[src/rtl/bfha_pkg.sv]
`timescale 1ns / 1ps
`default_nettype none
package bfha_pkg;

  localparam int unsigned IDX_W  = 12;
  localparam int unsigned CNT_W  = 13;
  localparam int unsigned BYTE_W = 16;
  localparam int unsigned NEED_W = 17;

  typedef enum logic [1:0] {
    ST_ALLOC   = 2'd0,
    ST_NOFIT   = 2'd1,
    ST_FREED   = 2'd2,
    ST_IGNORED = 2'd3
  } status_t;

  localparam logic OP_ALLOC = 1'b0;
  localparam logic OP_FREE  = 1'b1;

  typedef struct packed {
    logic        operation;
    logic [11:0] request_size;
    logic [11:0] free_address;
  } req_t;

  typedef struct packed {
    logic [1:0]  status;
    logic [11:0] payload_address;
  } rsp_t;

  typedef struct packed {
    logic [BYTE_W-1:0] off;
    logic [BYTE_W-1:0] pay;
    logic              used;
  } entry_t;

  typedef enum logic [2:0] {
    CMD_IDLE,
    CMD_ROTATE,
    CMD_ALLOC,
    CMD_SETFREE,
    CMD_DROP
  } cmd_op_t;

  typedef struct packed {
    cmd_op_t          op;
    logic [IDX_W-1:0] idx;
    logic [CNT_W-1:0] cnt;
    entry_t           ent_a;
    entry_t           ent_b;
  } cmd_t;

  typedef enum logic [2:0] {
    S_IDLE,
    S_SCAN,
    S_APPLY,
    S_DROP,
    S_FINISH
  } state_t;

endpackage
`default_nettype wire

[src/rtl/bfha_cell.sv]
`timescale 1ns / 1ps
`default_nettype none
module bfha_cell
  import bfha_pkg::*;
#(
  parameter int unsigned INDEX        = 0,
  parameter int unsigned ARENA_BYTES  = 4096,
  parameter int unsigned HEADER_BYTES = 16
) (
  input  wire logic   clk,
  input  wire logic   rst,
  input  wire cmd_t   cmd,
  input  wire entry_t left,
  input  wire entry_t right,
  output entry_t      ent
);

  localparam logic [CNT_W-1:0] MY_IDX = CNT_W'(INDEX);

  logic [CNT_W-1:0] idx_x;
  logic [CNT_W-1:0] idx_p1;

  assign idx_x  = {1'b0, cmd.idx};
  assign idx_p1 = idx_x + CNT_W'(1);

  always_ff @(posedge clk) begin
    if (rst) begin
      ent.used <= 1'b0;
      if (INDEX == 0) begin
        ent.off <= '0;
        ent.pay <= BYTE_W'(ARENA_BYTES - HEADER_BYTES);
      end
    end else begin
      case (cmd.op)
        CMD_ROTATE: ent <= right;
        CMD_ALLOC: begin
          if (idx_x == MY_IDX) begin
            ent <= cmd.ent_a;
          end else if (idx_p1 == MY_IDX) begin
            ent <= cmd.ent_b;
          end else if (MY_IDX > idx_p1 && MY_IDX <= cmd.cnt) begin
            ent <= left;
          end
        end
        CMD_SETFREE: begin
          if (idx_x == MY_IDX) begin
            ent <= cmd.ent_a;
          end
        end
        CMD_DROP: begin
          if (MY_IDX >= idx_x) begin
            ent <= right;
          end
        end
        default: ;
      endcase
    end
  end

endmodule
`default_nettype wire

[config.mk]
export PLATFORM = sky130hd
export DESIGN_NAME = bfha_cell
export DESIGN_NICKNAME = d
export VERILOG_FILES = /design/src/rtl/bfha_pkg.sv /design/src/rtl/bfha_cell.sv
export SDC_FILE = /design/constraint.sdc
export NUM_CORES = 1
export LEC_CHECK = 0
export BUFFER_PORTS_ARGS = -buffer_cell sky130_fd_sc_hd__buf_4
export CAP_MARGIN = 20
export CORE_MARGIN = 2
export CORE_UTILIZATION = 25
export DETAILED_ROUTE_END_ITERATION = 10
export PLACE_DENSITY = 0.57
export SLEW_MARGIN = 20
export SYNTH_ARGS = -nofsm -noshare
export SYNTH_HDL_FRONTEND = slang
export SYNTH_SLANG_ARGS = --single-unit
[constraint.sdc]
create_clock -name clk -period 5.5 [get_ports clk]
set_clock_uncertainty 0.05 [all_clocks]
set_input_delay 0.55 -clock clk [delete_from_list [all_inputs] [get_ports clk]]
set_output_delay 0.55 -clock clk [all_outputs]
set_load 0.05 [all_outputs]
==> reports/results.tsv, run 1 <==
metric	value	unit
gp_congestion	0.7994	
biggestRegsByFlops	ent x33	
postCtsHoldBufs	0	
cp_max_fo	17	
netlist_top_cells_area	dfxtp_1 26%, a311o_1 9.7%, mux2i_1 9.7%, nor3b_1 7.6%, a21oi_1 6.6%	
syn_area	2575	um^2
cp.depth	9	
cts_root_buf	clkbuf_8	
synth-seq-cells	33	
post_route_cells_drive_above_1_share	0.4492	
grt_remaining_overflow	0	
num-nets-final	635	
routed_wl	9.660	mm
crit_buf_inv	2	
avgSynthCellArea	8.333	um^2
antenna_found_initial	0	
cts_tree	built	
cp_top_family	compound AO/OA/AOI/OAI gates	
io_buffers	181	
irDropWorstVdd	0.07816	mV
core-area	10140	um^2
die_y	105.5	um
path_class	in -> reg	
utilization	0.4027	
io_pins	195	
hold_viol_final	0	
ys_warn_count	0	
min_period_over_period	0.5793	
crit_path_frequent_cell	buf_4	
synth_common_cells	34 x a21oi_1, 33 x dfxtp_1, 30 x nor2_1, 26 x nor3b_1	
finalSetupViolations	0	
maxSlewViolCount	0	
cts_inserted_buffers	5	
synthFlopType	dfxtp_1	
worst_slew_pin_slew	0.9495	ns
maxCapViolCount	0	
vias	3124	
dieArea	11130	um^2
cts.clk_slew.worst_paths	0.07	ns
clkLatencyLatePin	0.28	ns
rsz0062_at_grt	false	
crit_chain	buf_4, ha_1, nand4_2, or3_1, a221oi_4, buf_4, mux2i_1, a211oi_2, a311o_1	
clk_path_buf_depth	2	
finalInstanceArea	4083	um^2
cp-end-kind	flop	
htreeDepth	2	
grt_pass1_vias	3131	
hold_path.class	reg -> reg	
wl_per_cell	15.89	um
synthesis.nets	473	
fmax	313.8	MHz
postSynth.asyncResetShare	0	
viasPerCell	5.138	
num_antenna_cells	0	
status	finished, final reports clean	
cts.sinks	33	
tns	0	ns
drt-initial-drc-count	118	
cpMaxStageDelayCell	a221oi_4	
cts_setup_buffers	0	
syn-instance-count	309	
worst_ep_arrival_time	3.31	ns
nFillCells	1046	
yosys.area.top_type	dfxtp_1	
largest_reg_flops	33	
rows	37	
top_register	ent	
ys_types	42	
whs_path_depth	2	
dp_hpwl	6.915	mm
synth_top_area_share	0.2566	
drc	0	
cts_resized	0	
grt_pass1_wl	15.40	mm
yosysSeqAreaShare	0.2566	
start_util	0.2540	
period_minus_slack	3.186	ns
critPathRequiredTime	5.62	ns
grt_max_degree	59	
area_growth	58.55	%
r2r_slack	4.56	ns
ff2ff_path_depth	2	
p_per_area	160.2	nW/um^2
start_kind	input port	
critPathMaxStageDelay	0.68	ns
synth-edff-count	0	
placed_area	3996	um^2
synth_most_common_cell	a21oi_1	
grt_usage	0.1719	
maxSlewHeadroom	0.3656	
die_x	105.5	um
drt-pass1-iter-count	5	
power_leakage	1.661	nW
ant_nets	0	
tightest hold or removal path, stage by stage (launching register included):
cell	delay, ns
dfxtp_1	0.33
a21oi_1	0.06
o21ai_1	0.06
where the power goes:
part	switching, mW	internal, mW
Clock	0.0957	0.0874
Combinational	0.110	0.107
Sequential	0.00479	0.249
Total	0.210	0.443
path summary, 6_finish.rpt:
kind            from  endpoint
min reg2reg  ent[10]   ent[10]
max          cmd[79]   ent[31]
max reg2reg  ent[20]   ent[20]
min          ent[10]   ent[10]
layer usage:
metal | track usage | share of wire | vias to the layer above
met3 | 0.04267 | 0.070 | 12
met5 | 0 | 0 | -
met1 | 0.1952 | 0.40 | 1454
met2 | 0.3101 | 0.51 | 123
li1 | - | - | 1535
met4 | 0.06203 | 0.023 | 0
layout make-up:
cell class / count / area [um^2] / area share
tap: 136 / 170.2 / 0.04168
clock buffer: 5 / 68.82 / 0.01686
multi-input combinational: 242 / 1762 / 0.4315
sequential: 33 / 660.6 / 0.1618
timing repair buffer: 185 / 1389 / 0.3402
clock inverter: 3 / 17.52 / 0.004291
inverter: 4 / 15.01 / 0.003678
logic make-up (layout without fill, tap and decap cells):
group,count (synthesis),after routing,synth area share
AO/OA/AOI/OAI,130,130,0.3751
adder cells (fa/ha/maj),2,2,0.009717
buffers and inverters,34,197,0.07094
flip-flops,33,33,0.2566
multiplexers,25,25,0.09718
AND/OR/NAND/NOR,85,85,0.1905
cells in the final DEF (no fill, tap or decap), types with 2 or more instances in the layout:
master	netlist	layout
nor4b_1	2	2
clkinv_2	0	2
a41oi_1	2	2
buf_4	1	185
clkbuf_8	0	5
a211oi_2	11	11
a211oi_1	16	16
a311o_1	25	25
ha_1	2	2
nor2_1	30	28
inv_1	4	4
and3_1	2	2
nand3_1	3	3
o21ai_1	7	7
a221oi_1	8	8
nor3_1	2	2
nor3b_1	26	26
dfxtp_1	33	33
o21ai_0	20	20
mux2i_1	25	25
nand2_1	11	11
a21oi_1	34	34
metrics by stage:
| step | power [mW] | instances | setup WS (ns) | hold WS, ns |
|---|---|---|---|---|
| global route | 0.6938 | 608 | 2.116 | 0.4320 |
| global placement | 0.4742 | 600 | 2.018 | 0.4109 |
| detailed placement | 0.4781 | 600 | 1.941 | 0.4193 |
| CTS | 0.6683 | 608 | 2.261 | 0.4358 |
| floorplan | 0.3583 | 309 | 2.966 | 0.6528 |
| finish | 0.6539 | 608 | 2.314 | 0.4364 |
(Power assumes the default switching activity.)
==> inputs of run 2 (changes only) <==
--- a/config.mk
+++ b/config.mk
@@ -5,12 +5,13 @@
 export SDC_FILE = /design/constraint.sdc
 export NUM_CORES = 1
 export LEC_CHECK = 0
+export ABC_AREA = 1
 export BUFFER_PORTS_ARGS = -buffer_cell sky130_fd_sc_hd__buf_4
 export CAP_MARGIN = 20
 export CORE_MARGIN = 2
 export CORE_UTILIZATION = 25
 export DETAILED_ROUTE_END_ITERATION = 10
-export PLACE_DENSITY = 0.57
+export PLACE_DENSITY = 0.55
 export SLEW_MARGIN = 20
 export SYNTH_ARGS = -nofsm -noshare
 export SYNTH_HDL_FRONTEND = slang
==> constraint.sdc (replaced) <==
create_clock -name clk -period 3 [get_ports clk]
set_clock_uncertainty 0.05 [all_clocks]
set_input_delay 0.3 -clock clk [delete_from_list [all_inputs] [get_ports clk]]
set_output_delay 0.3 -clock clk [all_outputs]
set_load 0.05 [all_outputs]
==> run 2 against run 1 <==
Combinational power grew to 2.7 times the previous value. Via count increased by 35%. Critical endpoint is now ent[11]. Non-clock buffer count increased by 8. Sequential share of layout area decreased by 2.5 points. Clock-buffer cell count is 2 higher. Core utilization decreased by 0.37 points. Cell count grew 52%. Final area is 18% higher. Critical path depth increased by 5. Power increased to 2.6 times the previous value. Critical path type unchanged. First-iteration DRC count increased by 100%. Largest cell class unchanged. Clock power rose to 3.3 times the previous value. Highest routed layer unchanged.
==> reports/results.tsv, run 2 <==
metric	value	unit	change
status	finished, final reports clean		
hold_path.class	in -> reg		
grt_max_degree	43		-27%
fmax	436.9	MHz	
mostFrequentLayoutCell	nand2_1		
p_per_area	349.0	nW/um^2	+120%
maxCapViolCount	0		unchanged
nFillCells	1359		+30%
num-nets-final	919		+45%
cts_setup_buffers	0		unchanged
min_period_over_period	0.7630		
post_route_cells_drive_above_1_share	0.2831		-0.1661
cts.sinks	33		unchanged
pwr-share-comb	0.347		+0.015
grt_pass1_wl	19.00	mm	+23%
drt-pass1-iter-count	4		-1
critPathRequiredTime	3.11	ns	-2.51 ns
p_int	1.139	mW	+160%
finalSetupViolations	0		unchanged
top_register	ent		
num_antenna_cells	0		unchanged
area_growth	54.58	%	
postCtsHoldBufs	0		unchanged
syn_area	3113	um^2	+21%
cp_max_fo	42		+25
dp_hpwl	9.262	mm	+34%
avgSynthCellArea	5.285	um^2	-37%
htreeDepth	2		unchanged
grt_remaining_overflow	0		unchanged
clkLatencyLatePin	0.27	ns	about the same
switching_share	0.3218		about the same
vias	4206		+35%
clk_path_buf_depth	2		unchanged
largest_reg_flops	33		unchanged
synth_top_family_by_area	simple AND/OR/NAND/NOR gates		
power.clock.fraction	0.361		+0.081
cts.clk_slew.worst_paths	0.06	ns	about the same
viasPerCell	4.552		-11%
gp_congestion	0.8402		+5.1%
synth-simple-area-share	0.5072		+0.3168
antenna_found_initial	0		unchanged
critPathMaxStageDelay	0.34	ns	-0.34 ns
crit_chain	buf_4, ha_1, nand2_2, clkinv_1, nand3_1, nand3_1, nor2_4, buf_4, nand4_1, nand2_1, nand2_2, buf_4, a21oi_1, nand2_1		
biggestRegsByFlops	ent x33		
maxSlewViolCount	0		unchanged
period_minus_slack	2.289	ns	
cts_tree	built		
ys_warn_count	0		unchanged
core-area	12060	um^2	+19%
postSynth.asyncResetShare	0		unchanged
seqPwrFrac	0.292		-0.096
p_sw	0.5404	mW	+160%
start_util	0.2581		+0.004111
io_buffers	181		unchanged
worst_ep_arrival_time	2.40	ns	-0.91 ns
tns	0	ns	unchanged
netlist_top_cells_area	nand2_1 24%, dfxtp_1 21%, nand3_1 9.3%, nor2_1 9.2%, inv_1 8.6%		
path_class	in -> reg		
finalPower	1.679	mW	+160%
irDropWorstVdd	0.2673	mV	+240%
syn-instance-count	589		+91%
synthFlopType	dfxtp_1		
rsz0062_at_grt	false		
grt_usage	0.1771		+0.005222
synth-edff-count	0		unchanged
synthAdderAreaFrac	0.008039		-0.001680
synth_most_common_cell	nand2_1		
synth_common_cells	198 x nand2_1, 76 x nor2_1, 71 x inv_1, 58 x nand3_1, 37 x o21ai_0		
grt_pass1_vias	3935		+26%
cp-end-kind	flop		
crit_buf_inv	4		+2
ys_types	27		-36%
worst_slew_pin_slew	0.7216	ns	-0.2279 ns
layout.cells.most_common_list	197 x nand2_1, 192 x buf_4, 74 x nor2_1, 71 x inv_1, 58 x nand3_1		
synth_xor_xnor_area_share	0.002814		+0.002814
utilization	0.3990		-0.003727
maxSlewHeadroom	0.5160		+0.1504
wl_per_cell	13.19	um	-17%
hold_viol_final	0		unchanged
yosys.area.top_type	nand2_1		
drt-initial-drc-count	239		+100%
synth_top_area_share	0.2387		-0.01781
power_leakage	2.692	nW	+62%
cpMaxStageDelayCell	buf_4		
io_pins	195		unchanged
rows	40		+8.1%
crit_path_frequent_cell	buf_4		
synth_compound_area_frac	0.1302		-0.2449
start_kind	input port		
dieArea	13360	um^2	+20%
cts_resized	0		unchanged
die_x	115.6	um	+9.6%
routed_wl	12.19	mm	+26%
cp_top_family	buffers and inverters		
hold_ws	0.2443	ns	-0.1921 ns
synthesis.nets	753		+59%
muxShareOfSynthArea	0		-0.09718
synth-seq-cells	33		unchanged
ant_nets	0		unchanged
yosysSeqAreaShare	0.2122		-0.04434
cts_inserted_buffers	5		unchanged
cts_root_buf	clkbuf_16		
drc	0		unchanged
die_y	115.6	um	+9.6%
## run 2: cell families (layout without fill, tap and decap cells)
group                      Yosys count  in the layout
DFF                                 33             33
xor gates and xnor gates             1              1
AOI/OAI and AO/OA                   73             73
and+or+nand+nor                    371            371
buffers and inverters              109            276
adders and majority gates            2              2
## run 2: path summary, 6_finish.rpt
| path | to | cells past startpoint | startpoint | slack (ns) |
|---|---|---|---|---|
| setup / recovery | ent[11] | 14 | cmd[79] | 0.71 |
| hold / removal | ent[10] | 3 | rst | 0.24 |
| setup reg to reg | ent[21] | 4 | ent[21] | 2.30 |
| hold reg to reg | ent[11] | 2 | ent[11] | 0.42 |
## run 2: tightest hold or removal path, stage by stage
cell     delay, ns
buf_4         0.14
a21oi_1       0.05
nand2_1       0.05
## run 2: layout make-up
| cell class | count | area [um^2] | area share |
|---|---|---|---|
| multi-input cells | 447 | 2026 | 0.4210 |
| well taps | 168 | 210.2 | 0.04368 |
| clock inverters | 1 | 30.03 | 0.006240 |
| flip-flops and latches | 33 | 660.6 | 0.1373 |
| inverters | 75 | 281.5 | 0.05850 |
| repair buffers | 193 | 1461 | 0.3037 |
| clock buffers | 7 | 142.6 | 0.02964 |
## run 2: stage by stage
step / worst slack (ns) / area, um^2 / instances
2_1_floorplan: 1.043 / 3113 / 589
3_3_place_gp: 0.4655 / 4639 / 916
3_5_place_dp: 0.4343 / 4639 / 916
4_1_cts: 0.7201 / 4812 / 924
5_1_grt: 0.5384 / 4812 / 924
6_report: 0.7109 / 4812 / 924
## run 2: power groups by stage
stage,registers [mW],logic [mW],clock network [mW]
finish,0.490,0.583,0.606
CTS,0.490,0.586,0.624
floorplan,0.614,0.204,0
detailed placement,0.499,0.584,0
global placement,0.498,0.578,0
global route,0.494,0.641,0.639
## run 2: routing by layer
| layer | up-vias | share of wire | global-route usage | wire (um) |
|---|---|---|---|---|
| met5 | - | 0 | 0 | 0 |
| met4 | 0 | 0.013 | 0.03936 | 155 |
| met3 | 10 | 0.070 | 0.03347 | 855 |
| met2 | 141 | 0.48 | 0.3150 | 5890 |
| met1 | 1862 | 0.43 | 0.2216 | 5286 |
| li1 | 2193 | - | - | - |
